[src/rtl/core/chaotic_map_bit_generator_macros.svh]
// ----------------------------------------------------------------------------
// Chaotic map bit generator assertion macros
// Shared property forms for the concurrent checks of the generator.
// ----------------------------------------------------------------------------
`ifndef CHAOTIC_MAP_BIT_GENERATOR_MACROS_SVH
`define CHAOTIC_MAP_BIT_GENERATOR_MACROS_SVH

// Same-cycle implication, checked out of reset.
`define CMBG_ASSERT_NOW(label, ante, cons, msg) \
  label: assert property (@(posedge clk) disable iff (!rst_n) (ante) |-> (cons)) \
    else $error(msg);

// Next-cycle implication, checked out of reset.
`define CMBG_ASSERT_NEXT(label, ante, cons, msg) \
  label: assert property (@(posedge clk) disable iff (!rst_n) (ante) |=> (cons)) \
    else $error(msg);

`endif

[src/rtl/core/cmbg_pkg.sv]
// ----------------------------------------------------------------------------
// Chaotic map bit generator package
// Control structs and register indexes shared by the generator modules.
// ----------------------------------------------------------------------------
`timescale 1ns / 1ps

package cmbg_pkg;

  localparam int CFG_IDX_W  = 1;
  localparam int CFG_DATA_W = 8;
  localparam int SKIP_W     = 8;
  localparam int FRAC_W     = 5;

  localparam logic [CFG_IDX_W-1:0] REG_SKIP_COUNT = 1'd0;
  localparam logic [CFG_IDX_W-1:0] REG_FRAC_BITS  = 1'd1;

  localparam logic [SKIP_W-1:0] SKIP_COUNT_RST = 8'd3;
  localparam logic [FRAC_W-1:0] FRAC_BITS_RST  = 5'd28;

  // Commands to the map datapath.
  typedef struct packed {
    logic load_half;
    logic iterate;
  } map_ctrl_t;

  // Commands to the extractor.
  typedef struct packed {
    logic clear;
    logic step;
    logic raw_bit;
  } ext_ctrl_t;

endpackage

[src/rtl/core/cmbg_map_unit.sv]
// ----------------------------------------------------------------------------
// Chaotic map iteration unit
// Holds the map state and applies one map iteration per enabled cycle.
// ----------------------------------------------------------------------------
`timescale 1ns / 1ps

module cmbg_map_unit
  import cmbg_pkg::*;
#(
  parameter int STATE_WIDTH = 32
) (
  input  logic              clk,
  input  logic              rst_n,
  input  logic [FRAC_W-1:0] frac_bits,
  input  map_ctrl_t         ctrl,
  output logic              sign_bit
);

  // One half in the reset format, independent of the configuration register.
  localparam logic [STATE_WIDTH:0]   UNIT_RST = (STATE_WIDTH+1)'(1) << FRAC_BITS_RST;
  localparam logic [STATE_WIDTH-1:0] HALF_RST = UNIT_RST[STATE_WIDTH:1];

  logic [STATE_WIDTH-1:0] map_state_r;
  logic [STATE_WIDTH-1:0] map_state_nxt;
  logic [STATE_WIDTH:0]   unit_pos;
  logic [STATE_WIDTH-1:0] one_val;
  logic [STATE_WIDTH-1:0] half_val;
  logic [STATE_WIDTH-1:0] x_sh;
  logic [STATE_WIDTH-1:0] nx_base;

  // Bits at or above the state width drop out of the shift and read as zero.
  assign unit_pos = (STATE_WIDTH+1)'(1) << frac_bits;
  assign one_val  = unit_pos[STATE_WIDTH-1:0];
  assign half_val = unit_pos[STATE_WIDTH:1];

  assign x_sh    = STATE_WIDTH'($signed(map_state_r) >>> 3);
  assign nx_base = (map_state_r << 1) - x_sh;

  always_comb begin
    map_state_nxt = map_state_r;
    if (ctrl.load_half) begin
      map_state_nxt = half_val;
    end else if (ctrl.iterate) begin
      if (map_state_r[STATE_WIDTH-1]) begin
        map_state_nxt = nx_base + one_val;
      end else begin
        map_state_nxt = nx_base - one_val;
      end
    end
  end

  always_ff @(posedge clk) begin
    if (!rst_n) begin
      map_state_r <= HALF_RST;
    end else begin
      map_state_r <= map_state_nxt;
    end
  end

  assign sign_bit = map_state_r[STATE_WIDTH-1];

endmodule

[src/rtl/core/cmbg_extractor.sv]
// ----------------------------------------------------------------------------
// Von Neumann extractor and byte packer
// Pairs raw bits, keeps unequal pairs and packs kept bits MSB first.
// ----------------------------------------------------------------------------
`timescale 1ns / 1ps

module cmbg_extractor
  import cmbg_pkg::*;
(
  input  logic       clk,
  input  logic       rst_n,
  input  ext_ctrl_t  ctrl,
  output logic       out_valid,
  input  logic       out_ready,
  output logic [7:0] out_rand_byte
);

  logic       pair_first_r,   pair_first_nxt;
  logic       pair_holds_r,   pair_holds_nxt;
  logic [7:0] byte_accum_r,   byte_accum_nxt;
  logic [2:0] kept_count_r,   kept_count_nxt;
  logic       out_valid_r,    out_valid_nxt;
  logic [7:0] out_byte_r,     out_byte_nxt;
  logic [7:0] byte_with_bit;

  always_comb begin
    byte_with_bit = byte_accum_r;
    byte_with_bit[3'd7 - kept_count_r] = pair_first_r;
  end

  always_comb begin
    pair_first_nxt = pair_first_r;
    pair_holds_nxt = pair_holds_r;
    byte_accum_nxt = byte_accum_r;
    kept_count_nxt = kept_count_r;
    out_byte_nxt   = out_byte_r;
    out_valid_nxt  = out_valid_r && !out_ready;

    if (ctrl.clear) begin
      pair_first_nxt = 1'b0;
      pair_holds_nxt = 1'b0;
      byte_accum_nxt = 8'd0;
      kept_count_nxt = 3'd0;
    end else if (ctrl.step) begin
      if (!pair_holds_r) begin
        pair_first_nxt = ctrl.raw_bit;
        pair_holds_nxt = 1'b1;
      end else begin
        pair_holds_nxt = 1'b0;
        if (pair_first_r != ctrl.raw_bit) begin
          if (kept_count_r == 3'd7) begin
            out_byte_nxt   = byte_with_bit;
            out_valid_nxt  = 1'b1;
            byte_accum_nxt = 8'd0;
            kept_count_nxt = 3'd0;
          end else begin
            byte_accum_nxt = byte_with_bit;
            kept_count_nxt = kept_count_r + 3'd1;
          end
        end
      end
    end
  end

  always_ff @(posedge clk) begin
    if (!rst_n) begin
      pair_first_r <= 1'b0;
      pair_holds_r <= 1'b0;
      byte_accum_r <= 8'd0;
      kept_count_r <= 3'd0;
      out_valid_r  <= 1'b0;
    end else begin
      pair_first_r <= pair_first_nxt;
      pair_holds_r <= pair_holds_nxt;
      byte_accum_r <= byte_accum_nxt;
      kept_count_r <= kept_count_nxt;
      out_valid_r  <= out_valid_nxt;
    end
  end

  always_ff @(posedge clk) begin
    out_byte_r <= out_byte_nxt;
  end

  assign out_valid     = out_valid_r;
  assign out_rand_byte = out_byte_r;

endmodule

[src/rtl/core/chaotic_map_bit_generator.sv]
// ----------------------------------------------------------------------------
// Chaotic map bit generator
// Debiased random bytes from a fixed-point chaotic map and a Von Neumann
// extractor.
// ----------------------------------------------------------------------------
// Each request on the input channel is one tick of the generator: it is
// accepted (and the map reloaded with one half when restart is set), then it
// runs skip_count silent map iterations and one sampled iteration, all on a
// single map iteration datapath that performs one iteration per cycle except
// while the sampled iteration is stalled. The input is not ready while a
// request is in progress.
// A completed byte is held in an output register until taken; a following
// request may be accepted and run meanwhile, and it waits in its sampled
// iteration for as long as the previous byte is still held. Configuration
// writes are expected while the generator is idle.
// ----------------------------------------------------------------------------
`timescale 1ns / 1ps

`include "chaotic_map_bit_generator_macros.svh"

module chaotic_map_bit_generator
  import cmbg_pkg::*;
#(
  parameter int STATE_WIDTH = 32
) (
  input  logic                  clk,
  input  logic                  rst_n,
  // Configuration write port.
  input  logic                  cfg_we,
  input  logic [CFG_IDX_W-1:0]  cfg_index,
  input  logic [CFG_DATA_W-1:0] cfg_wdata,
  // Request channel.
  input  logic                  in_valid,
  output logic                  in_ready,
  input  logic                  in_restart,
  // Result channel.
  output logic                  out_valid,
  input  logic                  out_ready,
  output logic [7:0]            out_rand_byte
);

  // Sequencer states, one-hot.
  typedef enum logic [2:0] {
    ST_IDLE   = 3'b001,
    ST_RUN    = 3'b010,
    ST_SAMPLE = 3'b100
  } seq_state_t;

  seq_state_t        state_r,      state_nxt;
  logic [SKIP_W-1:0] iter_cnt_r,   iter_cnt_nxt;
  logic [SKIP_W-1:0] skip_count_r, skip_count_nxt;
  logic [FRAC_W-1:0] frac_bits_r,  frac_bits_nxt;

  map_ctrl_t map_ctrl;
  ext_ctrl_t ext_ctrl;
  logic      sign_bit;
  logic      accept;
  logic      sample_go;

  // Configuration registers.
  always_comb begin
    skip_count_nxt = skip_count_r;
    frac_bits_nxt  = frac_bits_r;
    if (cfg_we) begin
      case (cfg_index)
        REG_SKIP_COUNT: skip_count_nxt = cfg_wdata;
        REG_FRAC_BITS:  frac_bits_nxt  = cfg_wdata[FRAC_W-1:0];
        default: begin
          skip_count_nxt = skip_count_r;
        end
      endcase
    end
  end

  assign in_ready = (state_r == ST_IDLE);
  assign accept   = in_valid && in_ready;

  // The sampled iteration may complete a byte, so it only proceeds when the
  // output register is free or being emptied in this cycle.
  assign sample_go = (state_r == ST_SAMPLE) && (!out_valid || out_ready);

  // Sequencer: counts the silent iterations, then runs the sampled one.
  always_comb begin
    state_nxt    = state_r;
    iter_cnt_nxt = iter_cnt_r;
    case (state_r)
      ST_IDLE: begin
        if (accept) begin
          iter_cnt_nxt = skip_count_r;
          state_nxt    = (skip_count_r == '0) ? ST_SAMPLE : ST_RUN;
        end
      end
      ST_RUN: begin
        iter_cnt_nxt = iter_cnt_r - SKIP_W'(1);
        if (iter_cnt_r == SKIP_W'(1)) begin
          state_nxt = ST_SAMPLE;
        end
      end
      ST_SAMPLE: begin
        if (sample_go) begin
          state_nxt = ST_IDLE;
        end
      end
      default: begin
        state_nxt = ST_IDLE;
      end
    endcase
  end

  // The raw bit is the sign of the state before the sampled iteration.
  always_comb begin
    map_ctrl.load_half = accept && in_restart;
    map_ctrl.iterate   = (state_r == ST_RUN) || sample_go;
    ext_ctrl.clear     = accept && in_restart;
    ext_ctrl.step      = sample_go;
    ext_ctrl.raw_bit   = sign_bit;
  end

  always_ff @(posedge clk) begin
    if (!rst_n) begin
      state_r      <= ST_IDLE;
      iter_cnt_r   <= '0;
      skip_count_r <= SKIP_COUNT_RST;
      frac_bits_r  <= FRAC_BITS_RST;
    end else begin
      state_r      <= state_nxt;
      iter_cnt_r   <= iter_cnt_nxt;
      skip_count_r <= skip_count_nxt;
      frac_bits_r  <= frac_bits_nxt;
    end
  end

  cmbg_map_unit #(
    .STATE_WIDTH (STATE_WIDTH)
  ) u_map_unit (
    .clk       (clk),
    .rst_n     (rst_n),
    .frac_bits (frac_bits_r),
    .ctrl      (map_ctrl),
    .sign_bit  (sign_bit)
  );

  cmbg_extractor u_extractor (
    .clk           (clk),
    .rst_n         (rst_n),
    .ctrl          (ext_ctrl),
    .out_valid     (out_valid),
    .out_ready     (out_ready),
    .out_rand_byte (out_rand_byte)
  );

  // A byte only appears straight after a sampled iteration went ahead.
  `CMBG_ASSERT_NOW(a_byte_after_sample, $rose(out_valid),
    $past(sample_go), "result appeared without a sampled iteration")

  // An accepted request keeps the input closed in the next cycle.
  `CMBG_ASSERT_NEXT(a_busy_after_accept, accept, !in_ready,
    "input ready again straight after a request was accepted")

  // A held byte must not be overwritten by a stalled sampled iteration.
  `CMBG_ASSERT_NEXT(a_sample_stall,
    (state_r == ST_SAMPLE) && out_valid && !out_ready,
    (state_r == ST_SAMPLE) && out_valid && $stable(out_rand_byte),
    "sampled iteration ran while the output byte was still held")

endmodule

[config.mk]
export PLATFORM = sky130hd
export DESIGN_NAME = chaotic_map_bit_generator
export DESIGN_NICKNAME = d
export VERILOG_FILES = /design/src/rtl/core/cmbg_pkg.sv /design/src/rtl/core/cmbg_map_unit.sv /design/src/rtl/core/cmbg_extractor.sv /design/src/rtl/core/chaotic_map_bit_generator.sv
export VERILOG_INCLUDE_DIRS = /design/src /design/src/rtl/core
export SDC_FILE = /design/constraint.sdc
export NUM_CORES = 1
export LEC_CHECK = 0
export BUFFER_PORTS_ARGS = -buffer_cell sky130_fd_sc_hd__clkbuf_2
export CELL_PAD_IN_SITES_DETAIL_PLACEMENT = 1
export CELL_PAD_IN_SITES_GLOBAL_PLACEMENT = 2
export CORE_UTILIZATION = 41
export CTS_BUF_LIST = sky130_fd_sc_hd__clkbuf_2 sky130_fd_sc_hd__clkbuf_4 sky130_fd_sc_hd__clkbuf_8
export DETAILED_ROUTE_END_ITERATION = 10
export PLACE_DENSITY = 0.93
export SLEW_MARGIN = 20
export SYNTH_ARGS = -nofsm -noshare
export SYNTH_HDL_FRONTEND = slang
export SYNTH_SLANG_ARGS = --single-unit
[constraint.sdc]
create_clock -name clk -period 11.1 [get_ports clk]
set_input_delay 2.22 -clock clk [delete_from_list [all_inputs] [get_ports clk]]
set_output_delay 2.22 -clock clk [all_outputs]
set_load 0.02 [all_outputs]
# == After elaboration in Yosys (flattened, before gate mapping) ==
# Index checks and enable logic that the tools add are counted.
# word_totals
wordCells,74
output_inout_bits,10
reg_bits,78
# classes
n_mux,21
n_eq_ne,9
addsub,6
shift,1
order_cmp,2
reduce_logical,20
n_bitwise,4
# ops
cell,n
2-to-1 mux 32 bit,3
subtractor 32 bit,2
"left shift 1 x 5 -> 33 bit, first input constant",1
adder 32 bit,1
2-to-1 mux 8 bit,2
one-hot mux 8 bit (2 select lines),1
2-to-1 mux 3 bit,5
one-hot mux 3 bit (3 select lines),1
bitwise mux 8 bit,1
"equality test 8 x 1 -> 1 bit, second input constant",1
logical NOT 8 bit,1
AND reduction 2 bit,4
"subtractor 8 x 1 -> 8 bit, second input constant",1
2-to-1 mux 1 bit,7
"equality test 3 bit, second input constant",2
AND reduction 3 bit,2
logical AND 1 bit,5
AND reduction 5 bit,1
"less-than comparator 3 x 4 -> 1 bit, second input constant",1
"inequality test 2 bit, second input constant",2
NOT 1 bit,4
nonzero test 2 bit,2
"adder 3 x 1 -> 3 bit, second input constant",1
demux 1 bit (select 3 bit),1
other kinds (9),11

# == Depth between registers and ports, before layout ==
# Gate-level depths: netlist of run 1.
# logic_depth
ltp_word,7
mapped_depth,22

# == Cells and area by module ==
# A second synthesis of run 1 with hierarchy kept.
# unflattened
cells_unflattened,1017
area_unflattened_um2,7661.1
# modules_own_cells
module,seq_area_each_um2,instances,cells_each,area_each_um2
cmbg_map_unit,640.6,1,779,5446.5
chaotic_map_bit_generator,480.5,1,138,1133.6
cmbg_extractor,520.5,1,100,1081.0

# == Worst setup path before layout of run 1 ==
# OpenSTA, ideal clock, no wires.
# synth_path
path_kind,flip-flop to flip-flop
from,register frac_bits_r[1]
to,register u_map_unit.map_state_r[17]
setup_slack_ns,7.301
setup_ns,0.132
t_required_ns,10.968
path_stages_with_launch,20
arrival_ns,3.667
cell_sequence,dfxtp_1 clkbuf_1 buf_1 nor3_1 nand2_1 ha_1 clkbuf_1 nand2_1 o31ai_1 a222oi_1 ha_1 a21oi_1 o21ai_2 o211ai_2 nand2_2 a31o_2 a21o_1 a21o_1 a221oi_1 a21oi_1
# synth_between
elab_chain_cells,5
elab_cells_between_ends,6
classes_between,add/sub: 2; shift: 1; mux: 3
# synth_lines
item,line,source
from (decl),chaotic_map_bit_generator.sv:52,"logic [FRAC_W-1:0] frac_bits_r, frac_bits_nxt;"
from (signal assigned),chaotic_map_bit_generator.sv:129,frac_bits_r <= frac_bits_nxt;
left shift 1 x 5 -> 33 bit (*),cmbg_map_unit.sv:32,assign unit_pos = (STATE_WIDTH+1)'(1) << frac_bits;
subtractor 32 bit / adder 32 bit (equally long branches),"cmbg_map_unit.sv:47, cmbg_map_unit.sv:45",
2-to-1 mux 32 bit,cmbg_map_unit.sv:44,if (map_state_r[STATE_WIDTH-1]) begin
2-to-1 mux 32 bit,cmbg_map_unit.sv:43,end else if (ctrl.iterate) begin
2-to-1 mux 32 bit (*),cmbg_map_unit.sv:41,if (ctrl.load_half) begin
to (signal assigned),cmbg_map_unit.sv:56,map_state_r <= map_state_nxt;
to (decl),cmbg_map_unit.sv:23,logic [STATE_WIDTH-1:0] map_state_r;
# Every way passes the cells marked *; elsewhere a longest branch is shown, timed or not. The select of a mux whose other input is x is not followed.
# A chain may end at the register's enable or synchronous reset.

# == Worst setup path in the final report of run 1 ==
# layout_path
from,register frac_bits_r[2]
to,register u_map_unit.map_state_r[23]
# The elaborated chain is that of the path after synthesis.

==> metrics.txt, run 1 <==
Final Critical Period=approximately 4.9 ns; crit path max fanout=32; Post-DP Area=slightly below 8000 sq um; worst-margin pin slew=approximately 1.1 ns; FMAX=about 210 MHz; Residual DRC=0; ant diodes=0; RSZ-0062 raised after global routing=false; Setup TNS=0 ns; via count=approximately 7500; Post-synth ARST share=0%; most used flip-flop cell after synthesis=dfxtp_1; biggest area consumer among synthesized cells=dfxtp_1; routability-driven placement congestion ratio=0.918; GRT Overall Usage=between 20% and 30%; relative slew slack=29.6%; worst min path class=flop to flop; post-cts sizing count=0; Top cell by count, worst path=nand2_1; Ys Warns=0; critical path launch point type=flop; Post-Place Worst Slack=between 6 and 7 ns; drt wl/cell=a little under 20 um; row cnt=49; Pwr Total=1.34 mW; global-route wire length before repair=around 39 mm; # placed instances=~1200; Mapped Area=around 7500 sq um; Crit path max-delay family=compound AO/OA/AOI/OAI gates; GRT overflow=0; syn_nets=about 1100; Final Setup Violations=0; syn avg cell area=about 7.4 sq um; PortBufs=24; vias in the first global route=7400; Worst path max stage delay=approximately 0.70 ns; Netlist cell types=81; pin count of the biggest net entering global routing=39; max-slew violation count=0; crit-path cells=nor3_1 -> nand2_1 -> ha_1 -> nor2_1 -> nand4_1 -> o2111a_1 -> ha_1 -> a21oi_1 -> o21ai_0 -> a221oi_2 -> nand2_1 -> o21ai_2 -> o21ai_0 -> xor2_1 -> nand2_1 -> a221oi_1; die width=138 um; final antenna-violating net count=0; Static Leak=between 3 and 4 nW; share of the synthesized area in the top cell type=18.6%; Hold Violations, Final=0; dpl hpwl=18.1 mm; initial antenna violation count=0; core area=~18000 sq um; WP data required=about 11 ns; Max clock buf depth=2; Crit path buffers/inverters=0; num ports=25; Nets=1094; Slowest-stage cell, CP=nor3_1; Initial Util=about two fifths; status=finished, final reports clean; CTS Sinks=78; initial drt markers=between 300 and 400; maxcap violations=0; post-synthesis register bit count=between 70 and 80; Fin Hold WS=0.492 ns; CTS clock-pin slew for the worst setup and hold paths=roughly 0.1 ns; Clock Latency Late Sink=approximately 0.40 ns; crit share post-route=43.7%; pwr dens=about 170 nW/um^2; H-Tree Depth=3; peak supply drop=about 73 uV; worst setup path class=flop to flop; hold_buf cts=0; post-layout util=between 40% and 50%; Worst EP arrival=slightly above 5 ns; root buf cell=clkbuf_8; post-synthesis cell count=1022; synth top area cells=dfxtp_1 19%, ha_1 11%, a21oi_1 7.2%; Total Die Area=around 19000 sq um; non-filler instance count after layout=between 1000 and 1500; TritonRoute pass-1 iters=5; EDFF count, synth=8; layout cells sized above 1=8.86%; Post-Route Skew=0.0148 ns; Final Routed Wirelength=24.2 mm; Area growth syn-to-layout=6.02%; Post-CTS Setup Inserts=0; via/cell ratio=around 6.0; nature of the critical path endpoint=flop; number of buffers created by CTS=9; post-layout instance area=approximately 8000 sq um; register area share after synthesis=a little over a fifth; die height=138 um; Final WS setup=6.25 ns; CTS tree=yes
-- metal layers --
layer / track usage, % / vias up / share of wire [%]
met5: 0 / - / 0
li1: - / 3656 / -
met3: 2.50 / 30 / 3.3
met4: 8.91 / 0 / 1.9
met1: 36.8 / 3628 / 48
met2: 44.6 / 138 / 46
-- flip-flops by register name (all words and copies together), names as in the netlist --
signal and count:
frac_bits_r 5, iter_cnt_r 8, skip_count_r 8, state_r 3, u_extractor.byte_accum_r 8, u_extractor.kept_count_r 3, u_extractor.out_rand_byte 8, u_extractor.out_valid 1
u_extractor.pair_first_r 1, u_extractor.pair_holds_r 1, u_map_unit.map_state_r 32
-- path summary, 6_finish.rpt --
check | end | start | slack (ns) | cells after the start
hold reg to reg | skip_count_r[2] | skip_count_r[2] | 0.49 | 2
setup reg to reg | u_map_unit.map_state_r[23] | frac_bits_r[2] | 6.25 | 16
setup / recovery | u_map_unit.map_state_r[23] | frac_bits_r[2] | 6.25 | 16
hold / removal | skip_count_r[2] | skip_count_r[2] | 0.49 | 2
-- synth_stat cells (all sizes together) (8+ instances only) --
library cell,number
a211oi,27
edfxtp,8
xor2,18
o21bai,10
nand3,30
or3,10
nand2b,21
o211ai,18
a21o,29
a21oi,112
nor3,27
and2,10
inv,49
and3,11
dfxtp,70
mux2,10
ha,66
nor2b,17
xnor2,35
buf,9
clkbuf,43
nand2,120
o21a,16
o21ai,66
nand4,9
nor2,90
-- cell families (layout without fill, tap and decap cells) --
logic type | after synthesis | after routing | synth area share [%]
muxes | 14 | 14 | 2.02
adders and majority gates | 68 | 68 | 11.5
and+or+nand+nor | 371 | 371 | 23.6
xor gates and xnor gates | 53 | 53 | 6.15
DFF | 78 | 78 | 21.8
buffers and inverters | 102 | 96 | 5.12
AOI/OAI and AO/OA | 336 | 336 | 29.9
-- power by group --
| group | leakage (nW) | internal, mW | switching (mW) |
|---|---|---|---|
| Clock | 0.0929 | 0.108 | 0.131 |
| Combinational | 2.52 | 0.316 | 0.464 |
| Sequential | 0.664 | 0.297 | 0.0203 |
| Total | 3.27 | 0.722 | 0.615 |
-- cells in the final DEF, fill, tap and decap left out, types with 8 or more instances in the layout --
cell      instances
mux2_2           10
clkbuf_8          9
dfxtp_1          70
and3_1           10
o21ai_0          56
clkbuf_2         24
nor2_1           90
a211oi_1         22
nor2b_1          17
nor3_1           26
or3_1            10
ha_1             66
inv_1            49
o211ai_1         16
edfxtp_1          8
xnor2_1          35
xor2_1           18
o21bai_1         10
and2_1            9
nand2b_1         21
nand4_1           9
nand3_1          30
a21oi_1         108
o21a_1           16
a21o_1           28
nand2_1         119
-- area by class of cell --
class | instances | area (sq um)
clock buffers | 10 | 131
repair buffers | 30 | 165
multi-input cells | 842 | 5520
well taps | 229 | 287
flip-flops and latches | 78 | 1640
inverters | 50 | 188
fillers | 2307 | 10000
clock inverters | 6 | 70.1
-- tightest hold or removal path, cell delays in order, from the launching register on --
cell and delay (ns):
dfxtp_1 0.34, nand2_1 0.06, a21oi_1 0.05
(Power assumes the default switching activity.)
==> inputs of run 2 (changes only) <==
CORE_UTILIZATION = 35   (was 41)
PLACE_DENSITY = 0.85   (was 0.93)
clock period = 3.9 ns   (was 11.1 ns; I/O delays follow)
==> metrics.txt, run 2 (synthesized netlist as in run 1, its figures left out) <==
initial antenna violation count=0 (unchanged); sw frac=44.5% (was 46.0%); via count=8458 (was 7452); GRT overflow=0 (unchanged); Seq. cell area=1670 sq um (was 1640 sq um); max-slew violation count=0 (unchanged); worst min path class=flop to flop (unchanged); flip-flop count of the largest register after layout=32 (unchanged); num ports=25 (unchanged); dpl hpwl=20.7 mm (was 18.1 mm); number of buffers created by CTS=9 (unchanged); worst setup path class=flop to flop (unchanged); CTS Sinks=78 (unchanged); drt wl/cell=20.1 um (was 19.4 um); Clock Power Share=11.9% (was 17.9%); Post-Place Worst Slack=-0.393 ns (was 6.32 ns); combinational power share=71.0% (was 58.4%); die width=149 um (was 138 um); Post-Route Skew=0.0189 ns (was 0.0148 ns); Setup TNS=-1.43 ns (was 0 ns); Hold Violations, Final=0 (unchanged); # placed instances=1428 (was 1229); Internal=2.90 mW (was 0.722 mW); Clock Latency Late Sink=0.39 ns (was 0.40 ns); Fin Hold WS=0.489 ns (was 0.492 ns); Static Leak=4.38 nW (was 3.27 nW); crit share post-route=105% (was 43.7%); # fillers=2595 (was 2307); pin count of the biggest net entering global routing=29 (was 39); net switching power=2.32 mW (was 0.615 mW); pwr dens=503 nW/um^2 (was 167 nW/um^2); most frequent cells in the layout=184 x buf_4, 109 x nand2_1, 83 x a21oi_1, 83 x nor2_1, 56 x dfxtp_1 (was 119 x nand2_1, 108 x a21oi_1, 90 x nor2_1, 70 x dfxtp_1, 66 x ha_1); vias in the first global route=8547 (was 7400); crit path max fanout=6 (was 32); Total Die Area=22200 sq um (was 19000 sq um); die height=149 um (was 138 um); status=finished with violations (was finished, final reports clean); initial drt markers=502 (was 399); peak supply drop=199 uV (was 73.0 uV); root buf cell=clkbuf_8 (unchanged); critical path launch point type=flop (unchanged); Worst EP arrival=4.34 ns (was 5.15 ns); commonest non-fill, non-tap cell in the layout=buf_4 (was nand2_1); Max clock buf depth=2 (unchanged); Nets=1288 (was 1094); CTS tree=yes (unchanged); failing checks=setup timing; nature of the critical path endpoint=flop (unchanged); Residual DRC=0 (unchanged); Final Routed Wirelength=29.9 mm (was 24.2 mm); PortBufs=24 (unchanged); WP data required=4.15 ns (was 11.40 ns); H-Tree Depth=3 (unchanged); row cnt=53 (was 49); sequential share of power=17.0% (was 23.8%); Final Critical Period=4.09 ns (was 4.85 ns); Biggest register=u_map_unit.map_state_r (unchanged); RSZ-0062 raised after global routing=true (was false); Final Setup Violations=15 (was 0); FMAX=245 MHz (was 206 MHz); Final WS setup=-0.189 ns (was 6.25 ns); worst-margin pin slew=1.08 ns (was 1.05 ns); final antenna-violating net count=0 (unchanged); area of the multi-input gates=6310 sq um (was 5520 sq um); Area growth syn-to-layout=37.6% (was 6.02%); Initial Util=35.8% (was 41.9%); maxcap violations=0 (unchanged); relative slew slack=27.9% (was 29.6%); layout cells sized above 1=34.2% (was 8.86%); GRT Overall Usage=25.6% (was 27.1%); post-layout util=49.3% (was 44.4%); CTS clock-pin slew for the worst setup and hold paths=0.11 ns (was 0.10 ns); non-filler instance count after layout=1486 (was 1245); hold_buf cts=0 (unchanged); TritonRoute pass-1 iters=5 (unchanged); via/cell ratio=5.69 (was 5.99); routability-driven placement congestion ratio=0.864 (was 0.918); core area=21100 sq um (was 18000 sq um); global-route wire length before repair=44.4 mm (was 39.5 mm)
run 2: stage by stage:
stage	instance area, sq um	power (mW)
floorplan	7550	2.63
global placement	9000	3.68
detailed placement	9000	3.76
CTS	9760	4.72
global route	10400	5.53
finish	10400	5.22
run 2: worst paths after layout:
kind | start | end | slack (ns) | cells after the start
max | u_map_unit.map_state_r[14] | u_map_unit.map_state_r[21] | -0.19 | 22
min reg2reg | iter_cnt_r[7] | iter_cnt_r[7] | 0.49 | 1
min | iter_cnt_r[7] | iter_cnt_r[7] | 0.49 | 1
max reg2reg | u_map_unit.map_state_r[14] | u_map_unit.map_state_r[21] | -0.19 | 22
run 2: routing by layer:
layer,vias to the layer above,routed length (um),global-route usage [%]
met5,-,0,0
met4,0,900,10.2
met3,65,917,3.00
met2,193,14900,44.8
met1,4158,13200,31.7
li1,4042,-,-
run 2: worst max-delay path: stages, from the launching register on:
cell	delay, ns
dfxtp_4	0.40
inv_1	0.08
ha_4	0.28
nand2_2	0.09
buf_4	0.15
nor3_2	0.29
o21ai_2	0.16
nand2_2	0.13
buf_4	0.12
a21oi_1	0.07
xnor2_1	0.30
ha_1	0.32
and3_4	0.20
and2_4	0.16
a221oi_4	0.28
nand2_1	0.11
o21ai_2	0.15
buf_6	0.15
buf_4	0.11
xor2_1	0.15
nand2_1	0.08
o211ai_1	0.10
a21oi_1	0.08
run 2: timing repair:
| action | CTS | global route |
|---|---|---|
| hold endpoints to repair | 0 | 0 |
| pin swaps | 63 | 104 |
| endpoints found under the setup margin | 17 | 24 |
| resized for setup | 88 | 107 |
| setup buffers | 21 | 23 |
run 2: area by class of cell:
type	instances	area share, %
Clock inverter	7	0.542
Timing Repair Buffer	224	16.3
Tap cell	275	3.31
Clock buffer	9	1.19
Sequential cell	78	16.1
Multi-Input combinational cell	842	60.8
Antenna cell	1	0.0241
Inverter	50	1.81
run 2: power by group through the flow:
stage	Combinational [mW]	Sequential (mW)	Clock, mW
finish	3.71	0.889	0.623
global route	3.97	0.894	0.668
CTS	3.20	0.887	0.633
detailed placement	2.85	0.903	0
global placement	2.78	0.902	0
floorplan	1.74	0.889	0
